[config.mk]
export PLATFORM = sky130hd
export DESIGN_NAME = ums_days
export DESIGN_NICKNAME = d
export VERILOG_FILES = /design/src/sv/ums_pkg.sv /design/src/sv/ums_days.sv
export SDC_FILE = /design/constraint.sdc
export NUM_CORES = 2
export LEC_CHECK = 0
export ABC_AREA = 1
export ABC_CLOCK_PERIOD_IN_PS = 5600
export BUFFER_PORTS_ARGS = -buffer_cell sky130_fd_sc_hd__buf_4
export CAP_MARGIN = 20
export CORE_MARGIN = 4
export CORE_UTILIZATION = 60
export DETAILED_ROUTE_END_ITERATION = 16
export PLACE_DENSITY = 0.8
export SLEW_MARGIN = 40
export SYNTH_ARGS = -nofsm -noshare
export SYNTH_HDL_FRONTEND = slang
export SYNTH_SLANG_ARGS = --single-unit
export TNS_END_PERCENT = 1
[constraint.sdc]
create_clock -name clock -period 5.6 [get_ports clock]
set_input_delay 0.28 -clock clock [delete_from_list [all_inputs] [get_ports clock]]
set_output_delay 0.28 -clock clock [all_outputs]
set_load 0.1 [all_outputs]
[src/sv/ums_pkg.sv]
// shared constants, types and tables of the unix millisecond to calendar date converter
`timescale 1ns / 1ps

package ums_pkg;

   // pipeline layout: day split, then date and time of day side by side
   localparam int DAYS_STAGES = 4;
   localparam int DATE_STAGES = 6;
   localparam int STAGES      = DAYS_STAGES + DATE_STAGES;

   typedef logic [STAGES-1:0] ums_stage_type;

   // widths of values passed between the pipeline parts
   localparam int MS_W   = 48;
   localparam int DAYS_W = 22;
   localparam int REM_W  = 27;

   // milliseconds per day over 1024, and its reciprocals for the two chunk divides
   localparam logic [16:0] DAY_DIV     = 17'd84375;
   localparam logic [24:0] DAY_RCP_HI  = 25'(((64'd1 << 41) + 64'd84374) / 64'd84375);
   localparam logic [31:0] DAY_RCP_LO  = 32'(((64'd1 << 48) + 64'd84374) / 64'd84375);

   // time of day: ms over 8 by 125, seconds by 60 and by 3600
   localparam logic [24:0] SEC_RCP     = 25'(((64'd1 << 31) + 64'd124) / 64'd125);
   localparam logic [17:0] MIN_RCP     = 18'(((64'd1 << 23) + 64'd59) / 64'd60);
   localparam logic [17:0] HOUR_RCP    = 18'(((64'd1 << 29) + 64'd3599) / 64'd3600);
   localparam logic [6:0]  SIXTY       = 7'd60;

   // gregorian century correction
   localparam logic [23:0] CENT_OFFSET = 24'd102032;
   localparam logic [24:0] GC_RCP      = 25'(((64'd1 << 42) + 64'd146096) / 64'd146097);
   localparam logic [6:0]  GC_BIAS     = 7'd15;

   // day number and march based year
   localparam logic [22:0] JD_OFFSET   = 23'd2442113;
   localparam logic [26:0] YEAR_OFFSET = 27'd2442;
   localparam logic [27:0] YR_RCP      = 28'(((64'd1 << 40) + 64'd7304) / 64'd7305);
   localparam logic [22:0] DAYS_YEAR   = 23'd365;

   // month from day of year: doy * 1000 / 30601 folded into one constant
   localparam logic [29:0] MO_RCP      = 30'(64'd1000 * (((64'd1 << 34) + 64'd30600) / 64'd30601));

   // fold of march based months back to the calendar year
   localparam logic [4:0]  LAST_SHIFTED_MONTH = 5'd13;
   localparam logic [4:0]  MONTH_BASE_LO      = 5'd1;
   localparam logic [4:0]  MONTH_BASE_HI      = 5'd13;
   localparam logic [13:0] YEAR_BASE_LO       = 14'd4716;
   localparam logic [13:0] YEAR_BASE_HI       = 14'd4715;

   // days before the start of a march based month: mo * 30 + mo * 601 / 1000
   function automatic logic [8:0] ums_month_start(input logic [4:0] mo);
      logic [8:0] start;
      unique case (mo)
         5'd0:    start = 9'd0;
         5'd1:    start = 9'd30;
         5'd2:    start = 9'd61;
         5'd3:    start = 9'd91;
         5'd4:    start = 9'd122;
         5'd5:    start = 9'd153;
         5'd6:    start = 9'd183;
         5'd7:    start = 9'd214;
         5'd8:    start = 9'd244;
         5'd9:    start = 9'd275;
         5'd10:   start = 9'd306;
         5'd11:   start = 9'd336;
         5'd12:   start = 9'd367;
         5'd13:   start = 9'd397;
         5'd14:   start = 9'd428;
         5'd15:   start = 9'd459;
         5'd16:   start = 9'd489;
         default: start = 9'd0;
      endcase
      return start;
   endfunction

endpackage

[src/sv/ums_days.sv]
// splits a millisecond timestamp into whole days and milliseconds of the day
`timescale 1ns / 1ps

module ums_days import ums_pkg::*; (
   input  logic                   clock,
   input  logic [DAYS_STAGES-1:0] en,
   input  logic [MS_W-1:0]        unix_ms,
   output logic [DAYS_W-1:0]      days,
   output logic [REM_W-1:0]       rem_ms
);

   // the low 10 bits ride along; (ms >> 10) / 84375 is done as two chunk divides
   logic [48:0] p1;
   logic [7:0]  q1_in, q1_ff, q1b_ff, q1c_ff;
   logic [23:0] n1_ff, lo_ff, lob_ff;
   logic [24:0] q1d, r1_full;
   logic [16:0] r1_in, r1_ff;
   logic [30:0] n2_in, n2_ff, q2d, r2_full;
   logic [62:0] p2;
   logic [13:0] q2_in, q2_ff;
   logic [9:0]  msl_ff;
   logic [DAYS_W-1:0] days_in, days_ff;
   logic [REM_W-1:0]  rem_in, rem_ff;

   // stage 0: high chunk quotient by reciprocal
   assign p1    = unix_ms[47:24] * DAY_RCP_HI;
   assign q1_in = p1[48:41];

   always_ff @(posedge clock) begin
      if (en[0]) begin
         q1_ff <= q1_in;
         n1_ff <= unix_ms[47:24];
         lo_ff <= unix_ms[23:0];
      end
   end

   // stage 1: high chunk remainder
   assign q1d     = q1_ff * DAY_DIV;
   assign r1_full = {1'b0, n1_ff} - q1d;
   assign r1_in   = r1_full[16:0];

   always_ff @(posedge clock) begin
      if (en[1]) begin
         r1_ff  <= r1_in;
         q1b_ff <= q1_ff;
         lob_ff <= lo_ff;
      end
   end

   // stage 2: low chunk quotient, remainder joined with the next 14 bits
   assign n2_in = {r1_ff, lob_ff[23:10]};
   assign p2    = n2_in * DAY_RCP_LO;
   assign q2_in = p2[61:48];

   always_ff @(posedge clock) begin
      if (en[2]) begin
         q2_ff  <= q2_in;
         n2_ff  <= n2_in;
         q1c_ff <= q1b_ff;
         msl_ff <= lob_ff[9:0];
      end
   end

   // stage 3: low chunk remainder gives the milliseconds of the day
   assign q2d     = q2_ff * DAY_DIV;
   assign r2_full = n2_ff - q2d;
   assign days_in = {q1c_ff, q2_ff};
   assign rem_in  = {r2_full[16:0], msl_ff};

   always_ff @(posedge clock) begin
      if (en[3]) begin
         days_ff <= days_in;
         rem_ff  <= rem_in;
      end
   end

   assign days   = days_ff;
   assign rem_ms = rem_ff;

endmodule

==> results.json <==
{
  "worstHoldPathCells": 1,
  "overflow": 0,
  "num_io_pins": 102,
  "grt_pass1_vias": 34010,
  "multiInputGateArea_sq_um": 30260,
  "hp-class": "input pin to flip-flop",
  "cp-end-kind": "flip-flop",
  "violations": "negative setup slack",
  "port_buffers": 101,
  "die_h_um": 270.5,
  "r2r-start": "lob_ff[17]",
  "tns_ns": -7.569,
  "coreArea_sq_um": 67750,
  "clkTransAtPathRegs_ns": 0.10,
  "criticalPathCategory": "flip-flop to flip-flop",
  "finalSetupViolations": 14,
  "drv_slew": 0,
  "cp_slowest_stage_delay_ns": 0.54,
  "grt_antenna_before_repair": 1,
  "start_util": 0.6101,
  "dp_hpwl_um": 102800,
  "place_congestion": 1.030,
  "rsz0062_at_grt": "yes",
  "layout.nets": 6560,
  "maxCapViolations": 0,
  "drive_gt1_frac": 0.1293,
  "drtIter0Drc": 2282,
  "post-route-period-util": 1.106,
  "relSlewSlack": 0.4643,
  "yosys_warnings": 0,
  "cts_root_buf": "clkbuf_16",
  "syn_inst": 4489,
  "hold_start": "unix_ms[25]",
  "ys.flop_type": "edfxtp_1",
  "firstDrtPassIters": 8,
  "synth_top_area_cell": "fa_1",
  "nFillCells": 5010,
  "area_growth_pct": 15.19,
  "synth_edf_count": 196,
  "met2_usage": 0.5621,
  "synth_most_common_cell": "inv_1",
  "finalHoldViolations": 0,
  "grt_pass1_wl_um": 185400,
  "synth_cell_types": 34,
  "cts_tree": "built",
  "drcViolationCount": 0,
  "avgSynthCellArea_sq_um": 9.208,
  "cts_buffers": 17,
  "async_flop_share": 0,
  "yosysSeqAreaShare": 0.1424,
  "rr_worst_depth": 28,
  "fmax_mhz": 161.5,
  "met3_usage": 0.05051,
  "dieArea_sq_um": 73160,
  "reg2reg_setup_slack_ns": -0.59,
  "die_x_um": 270.5,
  "post_drt_wl_per_cell_um": 19.91,
  "route.antenna.remaining_nets": 0,
  "timing.rr.end": "q2_ff[9]",
  "worstPathRequired_ns": 5.88,
  "clock_path_buffers": 2,
  "htree_num_levels": 4,
  "dp.cells": 5831,
  "synth_fp_nets": 6026,
  "crit_slowest_cell": "fa_1",
  "drt-vias-per-instance": 5.271,
  "finalWorstSetupSlack_ns": -0.5924,
  "met1_usage": 0.4206,
  "synth-seq-cells": 196,
  "cts.sinks": 196,
  "synth_top_area_share": 0.3414,
  "grt-busiest-layer": "met2",
  "vias": 31156,
  "seqCellArea_sq_um": 5886,
  "critPathLaunchType": "flip-flop",
  "holdWs_ns": 0.08477,
  "finalCriticalPeriod_ns": 6.192,
  "netlist_top_cells_count": "1532 x inv_1, 779 x ha_1, 705 x fa_1",
  "wl_um": 117700,
  "holdPathEnd": "n1_ff[1]",
  "status": "complete, but fails checks",
  "insertion_delay_ns": 0.52,
  "fp-row-count": 95,
  "synthesis.area_sq_um": 41340,
  "instances_no_fill": 5911,
  "grt_use_total": 0.3315,
  "crit_path_max_fanout": 4,
  "skew_ns": 0.02007,
  "worst_pin_slew_ns": 0.8035,
  "cp.arrival_ns": 6.47,
  "ys_top_cells_by_area": "fa_1 34%, ha_1 24%, edfxtp_1 14%, inv_1 14%, nand2_1 6.0%",
  "grt_max_degree": 50
}
[sequential cells by signal, indices dropped and copies added, names as in the netlist]
name / count
days: 22
msl_ff: 10
lo_ff: 24
q1_ff: 8
lob_ff: 24
q2_ff: 14
r1_ff: 17
n1_ff: 17
n2_ff: 17
q1c_ff: 8
q1b_ff: 8
rem_ms: 27
[cell usage in the layout, fill, tap and decap left out, types with 4 or more instances in the layout]
cell / count
a21oi_1: 130
a21oi_2: 10
buf_4: 484
buf_6: 5
clkbuf_16: 17
dlygate4sd3_1: 24
edfxtp_1: 196
fa_1: 696
fa_2: 9
ha_1: 749
ha_4: 28
inv_1: 1522
inv_2: 13
inv_8: 6
nand2_1: 643
nand2_2: 24
nand3_1: 72
nand4_1: 29
nor2_1: 140
nor2_2: 14
nor2_4: 8
nor3_1: 17
nor3_2: 4
o21ai_0: 58
o21bai_1: 16
o31ai_1: 4
xnor2_1: 22
xor2_1: 50
[layer usage]
| layer | vias to the layer above | share of wire |
|---|---|---|
| li1 | 14432 | - |
| met1 | 15256 | 0.40 |
| met2 | 1144 | 0.48 |
| met3 | 324 | 0.065 |
| met4 | 0 | 0.056 |
| met5 | - | 0 |
[final cells by class]
class,instances,area share
inverters,1536,0.1211
repair buffers,515,0.08338
clock buffers,17,0.008934
multi-input cells,2757,0.6356
well taps,873,0.02294
clock inverters,15,0.004283
flip-flops and latches,196,0.1236
diodes,2,0.0001051
[per-stage QoR]
step / worst slack [ns] / area (sq um) / util
2_1_floorplan: -0.1811 / 41530 / -
3_3_place_gp: -0.6599 / 46170 / 0.6815
3_5_place_dp: -0.7131 / 46170 / 0.6815
4_1_cts: -0.5607 / 47360 / 0.6990
5_1_grt: -0.8023 / 47610 / 0.7027
6_report: -0.5924 / 47610 / 0.7028
[worst max-delay path by stage]
stage | startpoint | endpoint | slack (ns) | cells after the start
floorplan | lob_ff[20] | q2_ff[3] | -0.18 | 22
global placement | lob_ff[20] | q2_ff[12] | -0.66 | 24
detailed placement | lob_ff[20] | q2_ff[12] | -0.71 | 24
CTS | r1_ff[4] | q2_ff[1] | -0.56 | 22
global route | r1_ff[2] | q2_ff[3] | -0.80 | 24
finish | lob_ff[17] | q2_ff[9] | -0.59 | 28
[what timing repair did]
action                                 in CTS  in global routing
resized for setup                          44                 35
setup buffers                              14                  8
pin swaps                                  16                  7
hold buffers                               24                  0
endpoints found under the hold margin      24                  0
setup endpoints to repair                  14                 14
[logic make-up (layout without fill, tap and decap cells)]
logic type	count (synthesis)	in the layout	synth area share
other cells	0	2	0
buf+inv	1536	2083	0.1395
compound gates	227	227	0.02918
fa+ha+maj	1484	1484	0.5772
xor+xnor	74	74	0.01568
simple gates	972	972	0.09604
flops	196	196	0.1424
[critical path, delay by kind of cell (launching register included)]
kind	cells	cell delay, ns
AO/OA/AOI/OAI	1	0.08
buffers and inverters	9	0.72
adder cells (fa/ha/maj)	9	4.03
AND/OR/NAND/NOR	9	0.62
flip-flops	1	0.49
Power is left out: the tool's default activity adds up to more than one toggle a clock period on the data nets, which glitch-free logic cannot reach.
