<file path="config.mk">
export PLATFORM = sky130hd
export DESIGN_NAME = ums_tod
export DESIGN_NICKNAME = d
export VERILOG_FILES = /design/src/sv/ums_pkg.sv /design/src/sv/ums_tod.sv
export SDC_FILE = /design/constraint.sdc
export NUM_CORES = 1
export LEC_CHECK = 0
export BUFFER_PORTS_ARGS = -buffer_cell sky130_fd_sc_hd__clkbuf_2
export CAP_MARGIN = 20
export CORE_AREA = 5 5 242 244
export DETAILED_ROUTE_END_ITERATION = 10
export DIE_AREA = 0 0 247 249
export PLACE_DENSITY = 0.51
export RECOVER_POWER = 100
export SLEW_MARGIN = 20
export SYNTH_ARGS = -nofsm -noshare
export SYNTH_HDL_FRONTEND = slang
export SYNTH_SLANG_ARGS = --single-unit
</file>
<file path="constraint.sdc">
create_clock -name clock -period 12.3 [get_ports clock]
set_input_delay 0.615 -clock clock [delete_from_list [all_inputs] [get_ports clock]]
set_output_delay 0.615 -clock clock [all_outputs]
set_load 0.02 [all_outputs]
</file>
<file path="src/sv/ums_pkg.sv">
// shared constants, types and tables of the unix millisecond to calendar date converter
`timescale 1ns / 1ps

package ums_pkg;

   // pipeline layout: day split, then date and time of day side by side
   localparam int DAYS_STAGES = 4;
   localparam int DATE_STAGES = 6;
   localparam int STAGES      = DAYS_STAGES + DATE_STAGES;

   typedef logic [STAGES-1:0] ums_stage_type;

   // widths of values passed between the pipeline parts
   localparam int MS_W   = 48;
   localparam int DAYS_W = 22;
   localparam int REM_W  = 27;

   // milliseconds per day over 1024, and its reciprocals for the two chunk divides
   localparam logic [16:0] DAY_DIV     = 17'd84375;
   localparam logic [24:0] DAY_RCP_HI  = 25'(((64'd1 << 41) + 64'd84374) / 64'd84375);
   localparam logic [31:0] DAY_RCP_LO  = 32'(((64'd1 << 48) + 64'd84374) / 64'd84375);

   // time of day: ms over 8 by 125, seconds by 60 and by 3600
   localparam logic [24:0] SEC_RCP     = 25'(((64'd1 << 31) + 64'd124) / 64'd125);
   localparam logic [17:0] MIN_RCP     = 18'(((64'd1 << 23) + 64'd59) / 64'd60);
   localparam logic [17:0] HOUR_RCP    = 18'(((64'd1 << 29) + 64'd3599) / 64'd3600);
   localparam logic [6:0]  SIXTY       = 7'd60;

   // gregorian century correction
   localparam logic [23:0] CENT_OFFSET = 24'd102032;
   localparam logic [24:0] GC_RCP      = 25'(((64'd1 << 42) + 64'd146096) / 64'd146097);
   localparam logic [6:0]  GC_BIAS     = 7'd15;

   // day number and march based year
   localparam logic [22:0] JD_OFFSET   = 23'd2442113;
   localparam logic [26:0] YEAR_OFFSET = 27'd2442;
   localparam logic [27:0] YR_RCP      = 28'(((64'd1 << 40) + 64'd7304) / 64'd7305);
   localparam logic [22:0] DAYS_YEAR   = 23'd365;

   // month from day of year: doy * 1000 / 30601 folded into one constant
   localparam logic [29:0] MO_RCP      = 30'(64'd1000 * (((64'd1 << 34) + 64'd30600) / 64'd30601));

   // fold of march based months back to the calendar year
   localparam logic [4:0]  LAST_SHIFTED_MONTH = 5'd13;
   localparam logic [4:0]  MONTH_BASE_LO      = 5'd1;
   localparam logic [4:0]  MONTH_BASE_HI      = 5'd13;
   localparam logic [13:0] YEAR_BASE_LO       = 14'd4716;
   localparam logic [13:0] YEAR_BASE_HI       = 14'd4715;

   // days before the start of a march based month: mo * 30 + mo * 601 / 1000
   function automatic logic [8:0] ums_month_start(input logic [4:0] mo);
      logic [8:0] start;
      unique case (mo)
         5'd0:    start = 9'd0;
         5'd1:    start = 9'd30;
         5'd2:    start = 9'd61;
         5'd3:    start = 9'd91;
         5'd4:    start = 9'd122;
         5'd5:    start = 9'd153;
         5'd6:    start = 9'd183;
         5'd7:    start = 9'd214;
         5'd8:    start = 9'd244;
         5'd9:    start = 9'd275;
         5'd10:   start = 9'd306;
         5'd11:   start = 9'd336;
         5'd12:   start = 9'd367;
         5'd13:   start = 9'd397;
         5'd14:   start = 9'd428;
         5'd15:   start = 9'd459;
         5'd16:   start = 9'd489;
         default: start = 9'd0;
      endcase
      return start;
   endfunction

endpackage

</file>
<file path="src/sv/ums_tod.sv">
// hour, minute and second from the milliseconds of the day
`timescale 1ns / 1ps

module ums_tod import ums_pkg::*; (
   input  logic                   clock,
   input  logic [DATE_STAGES-1:0] en,
   input  logic [REM_W-1:0]       rem_ms,
   output logic [5:0]             second,
   output logic [5:0]             minute,
   output logic [4:0]             hour
);

   typedef struct packed {
      logic [5:0] second;
      logic [5:0] minute;
      logic [4:0] hour;
   } ums_tod_type;

   logic [48:0] ps;
   logic [16:0] sod_in, sod_ff, sodb_ff;
   logic [34:0] p60, p3600;
   logic [10:0] q60_in, q60_ff;
   logic [4:0]  hr_in, hr_ff;
   logic [16:0] sec_full;
   logic [10:0] min_full;
   ums_tod_type tod_in, tod6_ff, tod7_ff, tod8_ff, tod9_ff;

   // seconds of the day: (ms >> 3) / 125
   assign ps     = rem_ms[26:3] * SEC_RCP;
   assign sod_in = ps[47:31];

   always_ff @(posedge clock) begin
      if (en[0]) begin
         sod_ff <= sod_in;
      end
   end

   // minutes of the day and hour, both straight from the seconds
   assign p60    = sod_ff * MIN_RCP;
   assign p3600  = sod_ff * HOUR_RCP;
   assign q60_in = p60[33:23];
   assign hr_in  = p3600[33:29];

   always_ff @(posedge clock) begin
      if (en[1]) begin
         q60_ff  <= q60_in;
         hr_ff   <= hr_in;
         sodb_ff <= sod_ff;
      end
   end

   // remainders give second and minute
   assign sec_full      = sodb_ff - q60_ff * SIXTY;
   assign min_full      = q60_ff - hr_ff * SIXTY;
   assign tod_in.second = sec_full[5:0];
   assign tod_in.minute = min_full[5:0];
   assign tod_in.hour   = hr_ff;

   // result waits for the date side
   always_ff @(posedge clock) begin
      if (en[2]) begin
         tod6_ff <= tod_in;
      end
      if (en[3]) begin
         tod7_ff <= tod6_ff;
      end
      if (en[4]) begin
         tod8_ff <= tod7_ff;
      end
      if (en[5]) begin
         tod9_ff <= tod8_ff;
      end
   end

   assign second = tod9_ff.second;
   assign minute = tod9_ff.minute;
   assign hour   = tod9_ff.hour;

endmodule

</file>
==> flow_metrics.tcl, run 1 <==
set metrics [dict create \
    antenna_found_initial 0 \
    grt_max_degree 22 \
    hp-class "reg2reg" \
    finalMaxSlewViolations 0 \
    avgSynthCellArea_um2 10.6 \
    hpwlAfterDp_um 35200 \
    dieArea_mm2 0.0615 \
    dieHeight_um 249 \
    relSlewSlack_pct 29.6 \
    syn_inst 1845 \
    drive_above_1_share_pct 2.94 \
    fin_tns_setup_ns 0 \
    cts_buffers 9 \
    synth_area_mm2 0.0195 \
    synthFlopType "edfxtp_1" \
    cts_resized 0 \
    skew_ns 0.00861 \
    crit_path_start_kind "input pin" \
    crit_fanout 11 \
    port_buffers 47 \
    first_global_vias 13800 \
    cts-root-buf "clkbuf_16" \
    htreeDepth 3 \
    grt_overflow 0 \
    rows 87 \
    coreArea_mm2 0.0561 \
    period_share_pct 55.0 \
    critPathArrivalTime_ns 6.82 \
    wire_per_inst_um 15.2 \
    cpMaxStageDelayCell "clkbuf_1" \
    r2r_setup_slack_ns 6.04 \
    cts_tree "built" \
    yosysTopAreaCell "ha_1" \
    crit_buf_inv 7 \
    dp.cells 2646 \
    synthTopCellsByArea "ha_1 (32%), fa_1 (29%), edfxtp_1 (16%), inv_1 (11%), a21oi_1 (1.2%)" \
    ioPinCount 51 \
    drt_iter0_markers 423 \
    initial_core_util_pct 34.7 \
    ys_warn_count 0 \
    critPathMaxStageDelay_ns 0.74 \
    cts_buffer_depth 2 \
    max-cap-violations 0 \
    critPathCaptureType "flop" \
    place_congestion 0.848 \
    ctsHoldBuffers 0 \
    post-cts-setup-buffers 0 \
    grt_usage_pct 13.8 \
    first_pass_iters 5 \
    drc 0 \
    path_cells "clkbuf_1, fa_1, inv_1, fa_1, inv_1, ha_1, inv_1, fa_1, fa_1, inv_1, fa_1, inv_1, fa_1, inv_1, ha_1, a21oi_1, o21ai_0, a21oi_1, o211ai_1, o21ai_0, o311a_1, a221oi_1" \
    vias 12300 \
    yosysUniqueCellTypes 67 \
    syn_to_final_growth_pct 7.30 \
    outcome "finished clean" \
    required_ns 12.36 \
    tightest_slew_ns 1.06 \
    rsz0062_at_grt "no" \
    cts_sinks 102 \
    clkTransAtPathRegs_ns 0.08 \
    synth-seq-cells 102 \
    syn-num-nets 2655 \
    diodes 0 \
    avgViaCountPerCell 4.63 \
    critical_path_class "in2reg" \
    hold_viol 0 \
    place_ws_ns 5.52 \
    fin_cells 2662 \
    timing.final.crit_period_ns 6.76 \
    clkLatencyLatePin_ns 0.33 \
    fill_cells 5550 \
    fin_ws_ns 5.54 \
    die_w_um 247 \
    async_reset_ff_share_pct 0 \
    wl_um 40400 \
    crit_family "adder cells" \
    ant_nets 0 \
    nets 2711 \
    setup_viol 0 \
    max_clock_freq_ghz 0.148 \
    ys_seq_area_share_pct 15.7 \
    synth_edf_count 102 \
    synth.top_cell.area_share_pct 31.9 \
    grt_pass1_wl_um 69600 \
    utilization_pct 37.3 \
]
==> routing by layer <==
metal	share of wire [%]	track usage, %	vias to the layer above
met5	0	0	-
met4	0.86	1.58	0
met3	2.7	1.35	25
li1	-	-	6099
met2	48	23.7	158
met1	49	19.6	6038
==> stage by stage <==
step                hold slack, ns  area (µm²)
floorplan                    0.400       19500
global placement             0.401       20600
global route                 0.420       20900
finish                       0.415       20900
detailed placement           0.405       20600
CTS                          0.418       21000
==> registers in the layout, indices dropped and copies added (netlist names) <==
signal	count
tod8_ff	17
second	6
q60_ff	6
sodb_ff	6
hr_ff	5
tod7_ff	17
hour	5
minute	6
tod6_ff	17
sod_ff	17
==> synthesized netlist by cell type, drive strengths merged (10+ instances only) <==
| cell type | count |
|---|---|
| nand4 | 16 |
| inv | 568 |
| edfxtp | 102 |
| a211oi | 11 |
| ha | 497 |
| a31oi | 10 |
| nor3 | 22 |
| a21oi | 47 |
| nand2 | 34 |
| nor2 | 42 |
| xnor2 | 21 |
| o21ai | 40 |
| a21o | 23 |
| fa | 279 |
| nand3 | 24 |
| xor2 | 11 |
==> layout make-up <==
| cell class | count | area [µm²] | area share [%] |
|---|---|---|---|
| clock inverters | 7 | 91.3 | 0.437 |
| repair buffers | 49 | 213 | 1.02 |
| multi-input cells | 1171 | 14200 | 68.1 |
| well taps | 756 | 946 | 4.53 |
| inverters | 568 | 2130 | 10.2 |
| clock buffers | 9 | 225 | 1.08 |
| flip-flops and latches | 102 | 3060 | 14.7 |
==> cells by family (layout without fill, tap and decap cells) <==
| logic type | after synthesis | count (layout) | share of synthesized area (%) |
|---|---|---|---|
| flip-flops | 102 | 102 | 15.7 |
| multiplexers | 2 | 2 | 0.109 |
| buffers and inverters | 572 | 633 | 11.1 |
| AND/OR/NAND/NOR | 175 | 175 | 4.57 |
| adder cells (fa/ha/maj) | 776 | 776 | 60.6 |
| AO/OA/AOI/OAI | 186 | 186 | 6.49 |
| XOR/XNOR | 32 | 32 | 1.44 |
==> cells in the final DEF, fill, tap and decap left out, types with 5 or more instances in the layout <==
cell type and instances:
inv_1 568, ha_1 497, fa_1 279, edfxtp_1 102, a21oi_1 47, nor2_1 42, o21ai_0 38, nand2_1 34
clkbuf_1 26, nand3_1 23, clkbuf_2 23, a21o_1 22, nor3_1 21, xnor2_1 21, nand4_1 15, a211oi_1 11
xor2_1 11, a31oi_1 9, clkbuf_16 9, nor2b_1 6, and3_1 6, or2_2 6, o21a_1 6, o21bai_1 5
==> worst reg2reg max path: cells and delay by family, from the launching register on <==
kind                       cells  cell delay (ns)
buffers and inverters          3             0.86
DFF                            1             0.32
adders and majority gates      7             2.63
and+or+nand+nor                1             0.26
AOI/OAI and AO/OA              5             1.92
==> final timing paths <==
path | startpoint | end | cells past startpoint
setup reg to reg | sod_ff[5] | hr_ff[3] | 16
hold / removal | tod7_ff[14] | tod8_ff[14] | 0
setup / recovery | rem_ms[18] | sod_ff[11] | 22
hold reg to reg | tod7_ff[14] | tod8_ff[14] | 0
Power of run 1 is left out: the tool's default activity adds up to more than one toggle a clock period on the data nets, which glitch-free logic cannot reach.
==> run 2: changes to the inputs <==
PLACE_DENSITY = 0.52   (was 0.51)
clock period = 5.7 ns   (was 12.3 ns; I/O delays follow)
==> run 2 against run 1 <==
Effect of this change: sequential share of layout area down 0.83 points; utilization is 2.2 points higher; critical path depth fell by 1; via count rose by 4.8%; worst hold slack improved by 0.0037 ns; worst setup slack worse by 5.3 ns; critical endpoint is now sod_ff[8]; final cell count up 4.8%; routed wire length increased by 4.5%; sequential cell count unchanged; register-to-register slack worse by 5.8 ns; clock-buffer cell count stayed put.
==> flow_metrics.tcl, run 2 (synthesis results as in run 1) <==
set metrics [dict create \
    syn_to_final_growth_pct 13.8 \
    crit_fanout 5 \
    clkLatencyLatePin_ns 0.35 \
    cts-root-buf "clkbuf_16" \
    period_share_pct 96.7 \
    ioPinCount 51 \
    setup_viol 0 \
    drt_iter0_markers 358 \
    cts_buffers 9 \
    place_ws_ns -0.388 \
    hp-class "reg2reg" \
    grt_usage_pct 14.1 \
    layout_commonest_cell "inv_1" \
    place_congestion 0.877 \
    hpwlAfterDp_um 38300 \
    antenna_found_initial 1 \
    nets 2840 \
    path_cells "clkbuf_2, fa_1, inv_1, fa_1, inv_1, ha_1, fa_1, fa_1, fa_1, inv_1, fa_1, inv_1, ha_4, nand4_1, buf_4, nor2_4, nand3_4, o32ai_4, nor3_4, o31ai_2, xor2_1" \
    max-cap-violations 0 \
    avgViaCountPerCell 4.62 \
    hold_viol 0 \
    wire_per_inst_um 15.1 \
    vias 12900 \
    cts_sinks 102 \
    finalMaxSlewViolations 0 \
    initial_core_util_pct 34.7 \
    die_w_um 247 \
    fin_ws_ns 0.188 \
    max_clock_freq_ghz 0.181 \
    holdWs_ns 0.419 \
    drc 0 \
    grt_max_degree 22 \
    crit_path_start_kind "input pin" \
    htreeDepth 3 \
    critPathMaxStageDelay_ns 0.54 \
    final_area_mm2 0.0222 \
    outcome "finished clean" \
    dieArea_mm2 0.0615 \
    relSlewSlack_pct 35.0 \
    grt_overflow 0 \
    layout_common_cells "inv_1 (566), ha_1 (490), fa_1 (274), buf_4 (122), edfxtp_1 (102)" \
    skew_ns 0.00509 \
    diodes 0 \
    fill_cells 5560 \
    timing.final.crit_period_ns 5.51 \
    first_pass_iters 5 \
    clkTransAtPathRegs_ns 0.07 \
    cts_tree "built" \
    drive_above_1_share_pct 10.8 \
    grt_pass1_wl_um 70600 \
    crit_top_cell "fa_1" \
    cpMaxStageDelayCell "fa_1" \
    coreArea_mm2 0.0561 \
    first_global_vias 13900 \
    dieHeight_um 249 \
    critPathCaptureType "flop" \
    cts_buffer_depth 2 \
    critPathArrivalTime_ns 5.60 \
    tightest_slew_ns 0.975 \
    port_buffers 47 \
    rows 87 \
    critical_path_class "in2reg" \
    fin_tns_setup_ns 0 \
    place_area_mm2 0.0216 \
    crit_family "adder cells" \
    ant_nets 0 \
    required_ns 5.79 \
    wl_um 42200 \
    rsz0062_at_grt "yes" \
    crit_buf_inv 6 \
    ctsHoldBuffers 0 \
]
==> run 2: per-layer routing <==
layer / vias up / share of wire (%) / GRT usage, %
li1: 6357 / - / -
met1: 6336 / 46 / 19.4
met2: 180 / 49 / 24.6
met3: 33 / 3.6 / 1.67
met4: 2 / 1.2 / 1.75
met5: - / 0.028 / 0
==> run 2: metrics by stage <==
stage	util, %	cells
final	39.5	2791
after global routing	39.5	2791
after CTS	39.1	2781
after detailed placement	38.5	2765
after global placement	38.5	2765
after floorplan	-	1845
==> run 2: repair_timing <==
item,in CTS,in global routing
endpoints found under the setup margin,1,19
pin swaps,0,29
buffers inserted,0,10
resized for setup,1,45
cloned,0,0
==> run 2: final timing paths <==
check               from         to  slack (ns)  cells past startpoint
max reg2reg   sod_ff[15]  q60_ff[5]        0.21                     18
max           rem_ms[20]  sod_ff[8]        0.19                     21
min reg2reg  tod8_ff[10]  minute[5]        0.42                      0
min          tod8_ff[10]  minute[5]        0.42                      0
==> run 2: worst register-to-register path, stage by stage, from the launching register on <==
cell and delay, ns:
edfxtp_1 0.53, inv_1 0.09, ha_1 0.21, ha_1 0.17, or2_2 0.34, fa_1 0.49
inv_1 0.06, fa_1 0.50, fa_1 0.54, inv_1 0.05, fa_1 0.48, ha_1 0.31
nand4_1 0.10, nor2_1 0.23, nand4_1 0.23, a31oi_1 0.41, nor4_1 0.14, o31ai_1 0.29
xnor2_1 0.09
==> run 2: cell type report <==
cell class | count | area, µm² | share of cell area (%)
Timing Repair Buffer | 178 | 1230 | 5.55
Multi-Input combinational cell | 1171 | 14500 | 65.4
Clock buffer | 9 | 225 | 1.02
Tap cell | 756 | 946 | 4.27
Inverter | 568 | 2130 | 9.62
Sequential cell | 102 | 3060 | 13.8
Clock inverter | 7 | 81.3 | 0.367
Power of run 2 is left out for the same reason.
