File: config.mk
export PLATFORM = sky130hd
export DESIGN_NAME = ums_civil
export DESIGN_NICKNAME = d
export VERILOG_FILES = /design/src/sv/ums_pkg.sv /design/src/sv/ums_civil.sv
export SDC_FILE = /design/constraint.sdc
export NUM_CORES = 2
export LEC_CHECK = 0
export BUFFER_PORTS_ARGS = -buffer_cell sky130_fd_sc_hd__buf_2
export CORE_MARGIN = 2
export CORE_UTILIZATION = 45
export DETAILED_ROUTE_END_ITERATION = 7
export PLACE_DENSITY_LB_ADDON = 0.12
export SLEW_MARGIN = 0
export SYNTH_ARGS = -nofsm -noshare
export SYNTH_HDL_FRONTEND = slang
export SYNTH_SLANG_ARGS = --single-unit
File: constraint.sdc
create_clock -name clock -period 8 [get_ports clock]
set_input_delay 0.4 -clock clock [delete_from_list [all_inputs] [get_ports clock]]
set_output_delay 0.4 -clock clock [all_outputs]
set_load 0.02 [all_outputs]
File: src/sv/ums_pkg.sv
// shared constants, types and tables of the unix millisecond to calendar date converter
`timescale 1ns / 1ps

package ums_pkg;

   // pipeline layout: day split, then date and time of day side by side
   localparam int DAYS_STAGES = 4;
   localparam int DATE_STAGES = 6;
   localparam int STAGES      = DAYS_STAGES + DATE_STAGES;

   typedef logic [STAGES-1:0] ums_stage_type;

   // widths of values passed between the pipeline parts
   localparam int MS_W   = 48;
   localparam int DAYS_W = 22;
   localparam int REM_W  = 27;

   // milliseconds per day over 1024, and its reciprocals for the two chunk divides
   localparam logic [16:0] DAY_DIV     = 17'd84375;
   localparam logic [24:0] DAY_RCP_HI  = 25'(((64'd1 << 41) + 64'd84374) / 64'd84375);
   localparam logic [31:0] DAY_RCP_LO  = 32'(((64'd1 << 48) + 64'd84374) / 64'd84375);

   // time of day: ms over 8 by 125, seconds by 60 and by 3600
   localparam logic [24:0] SEC_RCP     = 25'(((64'd1 << 31) + 64'd124) / 64'd125);
   localparam logic [17:0] MIN_RCP     = 18'(((64'd1 << 23) + 64'd59) / 64'd60);
   localparam logic [17:0] HOUR_RCP    = 18'(((64'd1 << 29) + 64'd3599) / 64'd3600);
   localparam logic [6:0]  SIXTY       = 7'd60;

   // gregorian century correction
   localparam logic [23:0] CENT_OFFSET = 24'd102032;
   localparam logic [24:0] GC_RCP      = 25'(((64'd1 << 42) + 64'd146096) / 64'd146097);
   localparam logic [6:0]  GC_BIAS     = 7'd15;

   // day number and march based year
   localparam logic [22:0] JD_OFFSET   = 23'd2442113;
   localparam logic [26:0] YEAR_OFFSET = 27'd2442;
   localparam logic [27:0] YR_RCP      = 28'(((64'd1 << 40) + 64'd7304) / 64'd7305);
   localparam logic [22:0] DAYS_YEAR   = 23'd365;

   // month from day of year: doy * 1000 / 30601 folded into one constant
   localparam logic [29:0] MO_RCP      = 30'(64'd1000 * (((64'd1 << 34) + 64'd30600) / 64'd30601));

   // fold of march based months back to the calendar year
   localparam logic [4:0]  LAST_SHIFTED_MONTH = 5'd13;
   localparam logic [4:0]  MONTH_BASE_LO      = 5'd1;
   localparam logic [4:0]  MONTH_BASE_HI      = 5'd13;
   localparam logic [13:0] YEAR_BASE_LO       = 14'd4716;
   localparam logic [13:0] YEAR_BASE_HI       = 14'd4715;

   // days before the start of a march based month: mo * 30 + mo * 601 / 1000
   function automatic logic [8:0] ums_month_start(input logic [4:0] mo);
      logic [8:0] start;
      unique case (mo)
         5'd0:    start = 9'd0;
         5'd1:    start = 9'd30;
         5'd2:    start = 9'd61;
         5'd3:    start = 9'd91;
         5'd4:    start = 9'd122;
         5'd5:    start = 9'd153;
         5'd6:    start = 9'd183;
         5'd7:    start = 9'd214;
         5'd8:    start = 9'd244;
         5'd9:    start = 9'd275;
         5'd10:   start = 9'd306;
         5'd11:   start = 9'd336;
         5'd12:   start = 9'd367;
         5'd13:   start = 9'd397;
         5'd14:   start = 9'd428;
         5'd15:   start = 9'd459;
         5'd16:   start = 9'd489;
         default: start = 9'd0;
      endcase
      return start;
   endfunction

endpackage

File: src/sv/ums_civil.sv
// gregorian year, month and day of month from the day count since 1970
`timescale 1ns / 1ps

module ums_civil import ums_pkg::*; (
   input  logic                   clock,
   input  logic [DATE_STAGES-1:0] en,
   input  logic [DAYS_W-1:0]      days,
   output logic [4:0]             day_of_month,
   output logic [3:0]             month,
   output logic [13:0]            year
);

   logic [23:0] ngc;
   logic [48:0] pgc;
   logic [6:0]  gcq_in, gcq_ff, gc;
   logic [DAYS_W-1:0] t_ff;
   logic [22:0] b_in, b5_ff, b6_ff;
   logic [26:0] nyr_in, nyr_ff;
   logic [54:0] pyr;
   logic [13:0] yr_in, yr6_ff, yr7_ff, yr8_ff;
   logic [22:0] doy_full;
   logic [8:0]  doy_in, doy7_ff, doy8_ff;
   logic [38:0] pmo;
   logic [4:0]  mo_in, mo8_ff;
   logic [8:0]  dom_full;
   logic [4:0]  month_full;
   logic [4:0]  dom_in, dom_ff;
   logic [3:0]  month_in, month_ff;
   logic [13:0] year_in, year_ff;

   // stage 4: century count (4t + offset) / 146097
   assign ngc    = {days, 2'b00} + CENT_OFFSET;
   assign pgc    = ngc * GC_RCP;
   assign gcq_in = pgc[48:42];

   always_ff @(posedge clock) begin
      if (en[0]) begin
         gcq_ff <= gcq_in;
         t_ff   <= days;
      end
   end

   // stage 5: day number with gregorian correction, and 20b - offset
   assign gc     = gcq_ff + GC_BIAS;
   assign b_in   = 23'(t_ff) + JD_OFFSET + 23'(gc) - 23'(gc[6:2]);
   assign nyr_in = {b_in, 4'b0000} + {2'b00, b_in, 2'b00} - YEAR_OFFSET;

   always_ff @(posedge clock) begin
      if (en[1]) begin
         b5_ff  <= b_in;
         nyr_ff <= nyr_in;
      end
   end

   // stage 6: march based year
   assign pyr   = nyr_ff * YR_RCP;
   assign yr_in = pyr[53:40];

   always_ff @(posedge clock) begin
      if (en[2]) begin
         yr6_ff <= yr_in;
         b6_ff  <= b5_ff;
      end
   end

   // stage 7: day within the march based year
   assign doy_full = b6_ff - 23'(yr6_ff) * DAYS_YEAR - 23'(yr6_ff[13:2]);
   assign doy_in   = doy_full[8:0];

   always_ff @(posedge clock) begin
      if (en[3]) begin
         doy7_ff <= doy_in;
         yr7_ff  <= yr6_ff;
      end
   end

   // stage 8: march based month
   assign pmo   = doy7_ff * MO_RCP;
   assign mo_in = pmo[38:34];

   always_ff @(posedge clock) begin
      if (en[4]) begin
         mo8_ff  <= mo_in;
         doy8_ff <= doy7_ff;
         yr8_ff  <= yr7_ff;
      end
   end

   // stage 9: day of month, and january/february move to the next year
   assign dom_full = doy8_ff - ums_month_start(mo8_ff);
   assign dom_in   = dom_full[4:0];

   always_comb begin
      if (mo8_ff <= LAST_SHIFTED_MONTH) begin
         year_in    = yr8_ff - YEAR_BASE_LO;
         month_full = mo8_ff - MONTH_BASE_LO;
      end else begin
         year_in    = yr8_ff - YEAR_BASE_HI;
         month_full = mo8_ff - MONTH_BASE_HI;
      end
   end

   assign month_in = month_full[3:0];

   always_ff @(posedge clock) begin
      if (en[5]) begin
         dom_ff   <= dom_in;
         month_ff <= month_in;
         year_ff  <= year_in;
      end
   end

   assign day_of_month = dom_ff;
   assign month        = month_ff;
   assign year         = year_ff;

endmodule

==> load_flow_metrics.sql <==
INSERT INTO impl_metrics (metric_group, metric, value, unit) VALUES
('place', 'post-dp-hpwl', '74400', 'um'),
('clock_network', 'cts_htree_levels', '4', ''),
('cells_and_area', 'post-route-cell-area', '35600', 'sq um'),
('sta', 'clock-skew-final', '0.0214', 'ns'),
('critical_path', 'criticalPathCategory', 'reg -> reg', ''),
('route', 'drc_errors', '0', ''),
('clock_network', 'cts_num_sinks', '161', ''),
('critical_path', 'arrival', '7.83', 'ns'),
('place', 'count_of_buffers_inserted_at_the_top_level_ports', '51', ''),
('route', 'detail_route.wirelength', '83400', 'um'),
('global_routing', 'global_route_wire_length_before_repair', '133000', 'um'),
('sta', 'fmax', '0.131', 'GHz'),
('global_routing', 'overflow', '0', ''),
('global_routing', 'maximum_number_of_pins_on_one_net_before_global_route_repair', '35', ''),
('place', 'routabilityCongestion', '0.955', ''),
('cells_and_area', 'fill_cells', '6659', ''),
('min_path', 'worst_hold_path_type', 'in -> reg', ''),
('clock_network', 'cts_setup_buffers', '0', ''),
('run', 'maxCapViolCount', '0', ''),
('critical_path', 'critical_path.max_fanout', '6', ''),
('synth', 'postSynthAreaPerCell', '10.3', 'sq um'),
('synth', 'synth-edff-count', '156', ''),
('cells_and_area', 'antenna_diode_count', '0', ''),
('cells_and_area', 'multiInputGateArea', '24400', 'sq um'),
('global_routing', 'initial_antenna_violation_count', '3', ''),
('sta', 'worst_slew_margin_rel', '0.350', ''),
('sta', 'min_period_over_period', '0.955', ''),
('critical_path', 'endpoint_kind', 'flip-flop', ''),
('sta', 'period_minus_slack', '7.64', 'ns'),
('sta', 'setup_viol_count_final', '0', ''),
('global_routing', 'first_global_vias', '23500', ''),
('sta', 'timing_hold_violations_final', '0', ''),
('outcome', 'run_status', 'completed', ''),
('sta', 'fin_hold_ws', '0.209', 'ns'),
('sta', 'rsz0062_at_grt', 'false', ''),
('route', 'via_per_inst', '5.02', ''),
('clock_network', 'max-clock-path-buffers', '2', ''),
('route', 'drtAntennaViolNets', '0', ''),
('route', 'wl_per_cell', '19.3', 'um'),
('floorplanning', 'top_level_ports', '52', ''),
('critical_path', 'crit_required', '8.19', 'ns'),
('synth', 'synth_warnings', '0', ''),
('floorplanning', 'die_w', '274', 'um'),
('synth', 'synthFlopType', 'sky130_fd_sc_hd__edfxtp_1', ''),
('sta', 'max_slew_violation_total_from_the_final_report', '0', ''),
('floorplanning', 'floorplan.initialDensity', '0.456', ''),
('clock_network', 'cts-buffers-inserted', '17', ''),
('route', 'drtIter0Drc', '1182', ''),
('synth', 'synth_fp_nets', '4395', ''),
('floorplanning', 'rows', '98', ''),
('global_routing', 'overall_track_demand_over_capacity_in_global_routing', '0.234', ''),
('synth', 'synth-async-reset-ratio', '0', ''),
('floorplanning', 'chipHeight', '274', 'um'),
('cells_and_area', 'final_core_utilization', '0.496', ''),
('clock_network', 'clkSlewWorstSetupHoldPaths', '0.08', 'ns'),
('floorplanning', 'area_of_the_core_region', '71900', 'sq um'),
('floorplanning', 'design.die.area', '75100', 'sq um'),
('cells_and_area', 'synthToLayoutAreaGrowth', '8.67', '%'),
('sta', 'worst-slew-pin-transition', '0.965', 'ns'),
('synth', 'postSynthRegisterBits', '161', ''),
('cells_and_area', 'register_area', '4780', 'sq um'),
('synth', 'netlist_instances', '3176', ''),
('cells_and_area', 'drive_above_1_share', '0.0682', ''),
('sta', 'fin_tns_setup', '0', 'ns'),
('route', 'detail_route.first_pass.iterations', '5', ''),
('synth', 'synth.yosys.seq_area_share', '0.146', ''),
('route', 'dr_total_vias', '21600', ''),
('clock_network', 'tritoncts', 'built', ''),
('synth', 'synth.lib_cells_used.distinct', '71', ''),
('critical_path', 'critPathLaunchType', 'flip-flop', ''),
('place', 'detailed_place.area', '35000', 'sq um'),
('synth', 'synthesis.area', '32800', 'sq um'),
('cells_and_area', 'fin_nets', '4566', ''),
('clock_network', 'clock_insertion_delay_worst_skew', '0.45', 'ns'),
('clock_network', 'root_buffer', 'sky130_fd_sc_hd__clkbuf_16', '');
## through the flow
| step | worst slack [ns] | std cells |
|---|---|---|
| after floorplan | 0.353 | 3176 |
| after global placement | -0.169 | 4278 |
| after detailed placement | -0.256 | 4278 |
| after CTS | 0.145 | 4310 |
| after global routing | 0.0261 | 4310 |
| final | 0.362 | 4310 |
## worst paths after layout
path / start / end / slack, ns / cells past startpoint
worst min register to register: b5_ff[0] / b6_ff[0] / 0.40 / 0
worst max-delay path: nyr_ff[20] / yr6_ff[13] / 0.36 / 20
worst min-delay path: days[21] / t_ff[21] / 0.21 / 1
worst max register to register: nyr_ff[20] / yr6_ff[13] / 0.36 / 20
## Yosys cell counts, types with 5 or more instances
cell type | n | area, sq um
sky130_fd_sc_hd__a211o_1 | 6 | 52.6
sky130_fd_sc_hd__a211oi_1 | 12 | 90.1
sky130_fd_sc_hd__a21o_1 | 60 | 450
sky130_fd_sc_hd__a21oi_1 | 129 | 646
sky130_fd_sc_hd__a31oi_1 | 10 | 62.6
sky130_fd_sc_hd__and2_1 | 14 | 87.6
sky130_fd_sc_hd__and3_1 | 11 | 68.8
sky130_fd_sc_hd__dfxtp_1 | 5 | 100
sky130_fd_sc_hd__edfxtp_1 | 156 | 4680
sky130_fd_sc_hd__fa_1 | 511 | 10200
sky130_fd_sc_hd__ha_1 | 679 | 8500
sky130_fd_sc_hd__inv_1 | 969 | 3640
sky130_fd_sc_hd__mux2_2 | 5 | 56.3
sky130_fd_sc_hd__nand2_1 | 72 | 270
sky130_fd_sc_hd__nand2b_1 | 8 | 50.1
sky130_fd_sc_hd__nand3_1 | 24 | 120
sky130_fd_sc_hd__nand4_1 | 18 | 113
sky130_fd_sc_hd__nor2_1 | 62 | 233
sky130_fd_sc_hd__nor2b_1 | 12 | 75.1
sky130_fd_sc_hd__nor3_1 | 23 | 115
sky130_fd_sc_hd__nor3b_1 | 6 | 45.0
sky130_fd_sc_hd__o211ai_1 | 6 | 45.0
sky130_fd_sc_hd__o21a_1 | 14 | 105
sky130_fd_sc_hd__o21ai_0 | 48 | 240
sky130_fd_sc_hd__o21bai_1 | 20 | 150
sky130_fd_sc_hd__o22ai_1 | 6 | 37.5
sky130_fd_sc_hd__o31ai_1 | 6 | 45.0
sky130_fd_sc_hd__or2_2 | 13 | 81.3
sky130_fd_sc_hd__or3_1 | 6 | 37.5
sky130_fd_sc_hd__xnor2_1 | 126 | 1100
sky130_fd_sc_hd__xor2_1 | 66 | 578
## cell usage in the layout, fill, tap and decap left out, types with 5 or more instances in the layout
cell | synthesis | final
sky130_fd_sc_hd__inv_1 | 969 | 969
sky130_fd_sc_hd__o31ai_1 | 6 | 6
sky130_fd_sc_hd__edfxtp_1 | 156 | 156
sky130_fd_sc_hd__o21a_1 | 14 | 14
sky130_fd_sc_hd__clkbuf_16 | 0 | 17
sky130_fd_sc_hd__a211oi_1 | 12 | 11
sky130_fd_sc_hd__nand2b_1 | 8 | 8
sky130_fd_sc_hd__inv_6 | 0 | 6
sky130_fd_sc_hd__a21o_1 | 60 | 60
sky130_fd_sc_hd__or2_2 | 13 | 13
sky130_fd_sc_hd__nor3b_1 | 6 | 6
sky130_fd_sc_hd__o21bai_1 | 20 | 20
sky130_fd_sc_hd__a31oi_1 | 10 | 10
sky130_fd_sc_hd__nor3_1 | 23 | 23
sky130_fd_sc_hd__buf_4 | 0 | 108
sky130_fd_sc_hd__nand3_1 | 24 | 24
sky130_fd_sc_hd__nor2b_1 | 12 | 12
sky130_fd_sc_hd__a211o_1 | 6 | 6
sky130_fd_sc_hd__a21oi_1 | 129 | 129
sky130_fd_sc_hd__o21ai_0 | 48 | 48
sky130_fd_sc_hd__nand4_1 | 18 | 18
sky130_fd_sc_hd__nor2_1 | 62 | 62
sky130_fd_sc_hd__buf_2 | 2 | 51
sky130_fd_sc_hd__ha_1 | 679 | 679
sky130_fd_sc_hd__fa_1 | 511 | 511
sky130_fd_sc_hd__mux2_2 | 5 | 5
sky130_fd_sc_hd__dfxtp_1 | 5 | 5
sky130_fd_sc_hd__or3_1 | 6 | 6
sky130_fd_sc_hd__xor2_1 | 66 | 66
sky130_fd_sc_hd__xnor2_1 | 126 | 126
sky130_fd_sc_hd__nand2_1 | 72 | 72
sky130_fd_sc_hd__o211ai_1 | 6 | 6
sky130_fd_sc_hd__and3_1 | 11 | 11
sky130_fd_sc_hd__o22ai_1 | 6 | 6
sky130_fd_sc_hd__and2_1 | 14 | 14
## worst max-delay path: stages (launching register included)
cell	delay, ns
sky130_fd_sc_hd__edfxtp_1	0.63
sky130_fd_sc_hd__fa_1	0.59
sky130_fd_sc_hd__inv_1	0.18
sky130_fd_sc_hd__fa_1	0.55
sky130_fd_sc_hd__fa_1	0.58
sky130_fd_sc_hd__inv_1	0.09
sky130_fd_sc_hd__fa_1	0.57
sky130_fd_sc_hd__fa_1	0.54
sky130_fd_sc_hd__fa_1	0.52
sky130_fd_sc_hd__fa_1	0.49
sky130_fd_sc_hd__ha_1	0.34
sky130_fd_sc_hd__a21oi_1	0.13
sky130_fd_sc_hd__o21ai_0	0.16
sky130_fd_sc_hd__a2111oi_1	0.55
sky130_fd_sc_hd__a211oi_1	0.16
sky130_fd_sc_hd__a211oi_2	0.33
sky130_fd_sc_hd__buf_4	0.22
sky130_fd_sc_hd__o221ai_1	0.13
sky130_fd_sc_hd__a31oi_1	0.31
sky130_fd_sc_hd__o21ai_0	0.15
sky130_fd_sc_hd__xnor2_1	0.15
## repair_timing
item                                    in CTS  in global routing
endpoints found under the setup margin       0                  6
hold buffers                                 0                  0
gates resized for setup                      0                  6
## state kept, by name, indices dropped and copies added (netlist names), named ones only
| register | count |
|---|---|
| doy7_ff | 9 |
| mo8_ff | 5 |
| day_of_month | 5 |
| t_ff | 22 |
| b5_ff | 9 |
| yr7_ff | 14 |
| gcq_ff | 7 |
| yr8_ff | 14 |
| b6_ff | 9 |
| month | 4 |
| year | 14 |
| nyr_ff | 25 |
| yr6_ff | 14 |
| doy8_ff | 5 |
## cell type report
| cell class | count | share of cell area |
|---|---|---|
| multi-input combinational | 2038 | 0.684 |
| clock buffer | 18 | 0.0120 |
| clock inverter | 14 | 0.00474 |
| inverter | 970 | 0.102 |
| timing repair buffer | 159 | 0.0299 |
| tap | 950 | 0.0334 |
| sequential | 161 | 0.134 |
## layer usage
metal	part of all wire	global-route usage	up-vias
li1	-	-	10400
met1	0.47	0.327	10700
met2	0.45	0.374	439
met3	0.061	0.0530	77
met4	0.017	0.0448	6
met5	0.00042	0	-
## cells by family after synthesis
kind of cell / after synthesis / synth area share
mux: 8 / 0.00263
xor+xnor: 197 / 0.0541
compound gates: 357 / 0.0705
flops: 161 / 0.146
simple gates: 285 / 0.0435
buf+inv: 977 / 0.112
fa+ha+maj: 1191 / 0.571
Power is not shown: default switching activity piles up to over one toggle a cycle in this logic, so the estimate is an artifact.
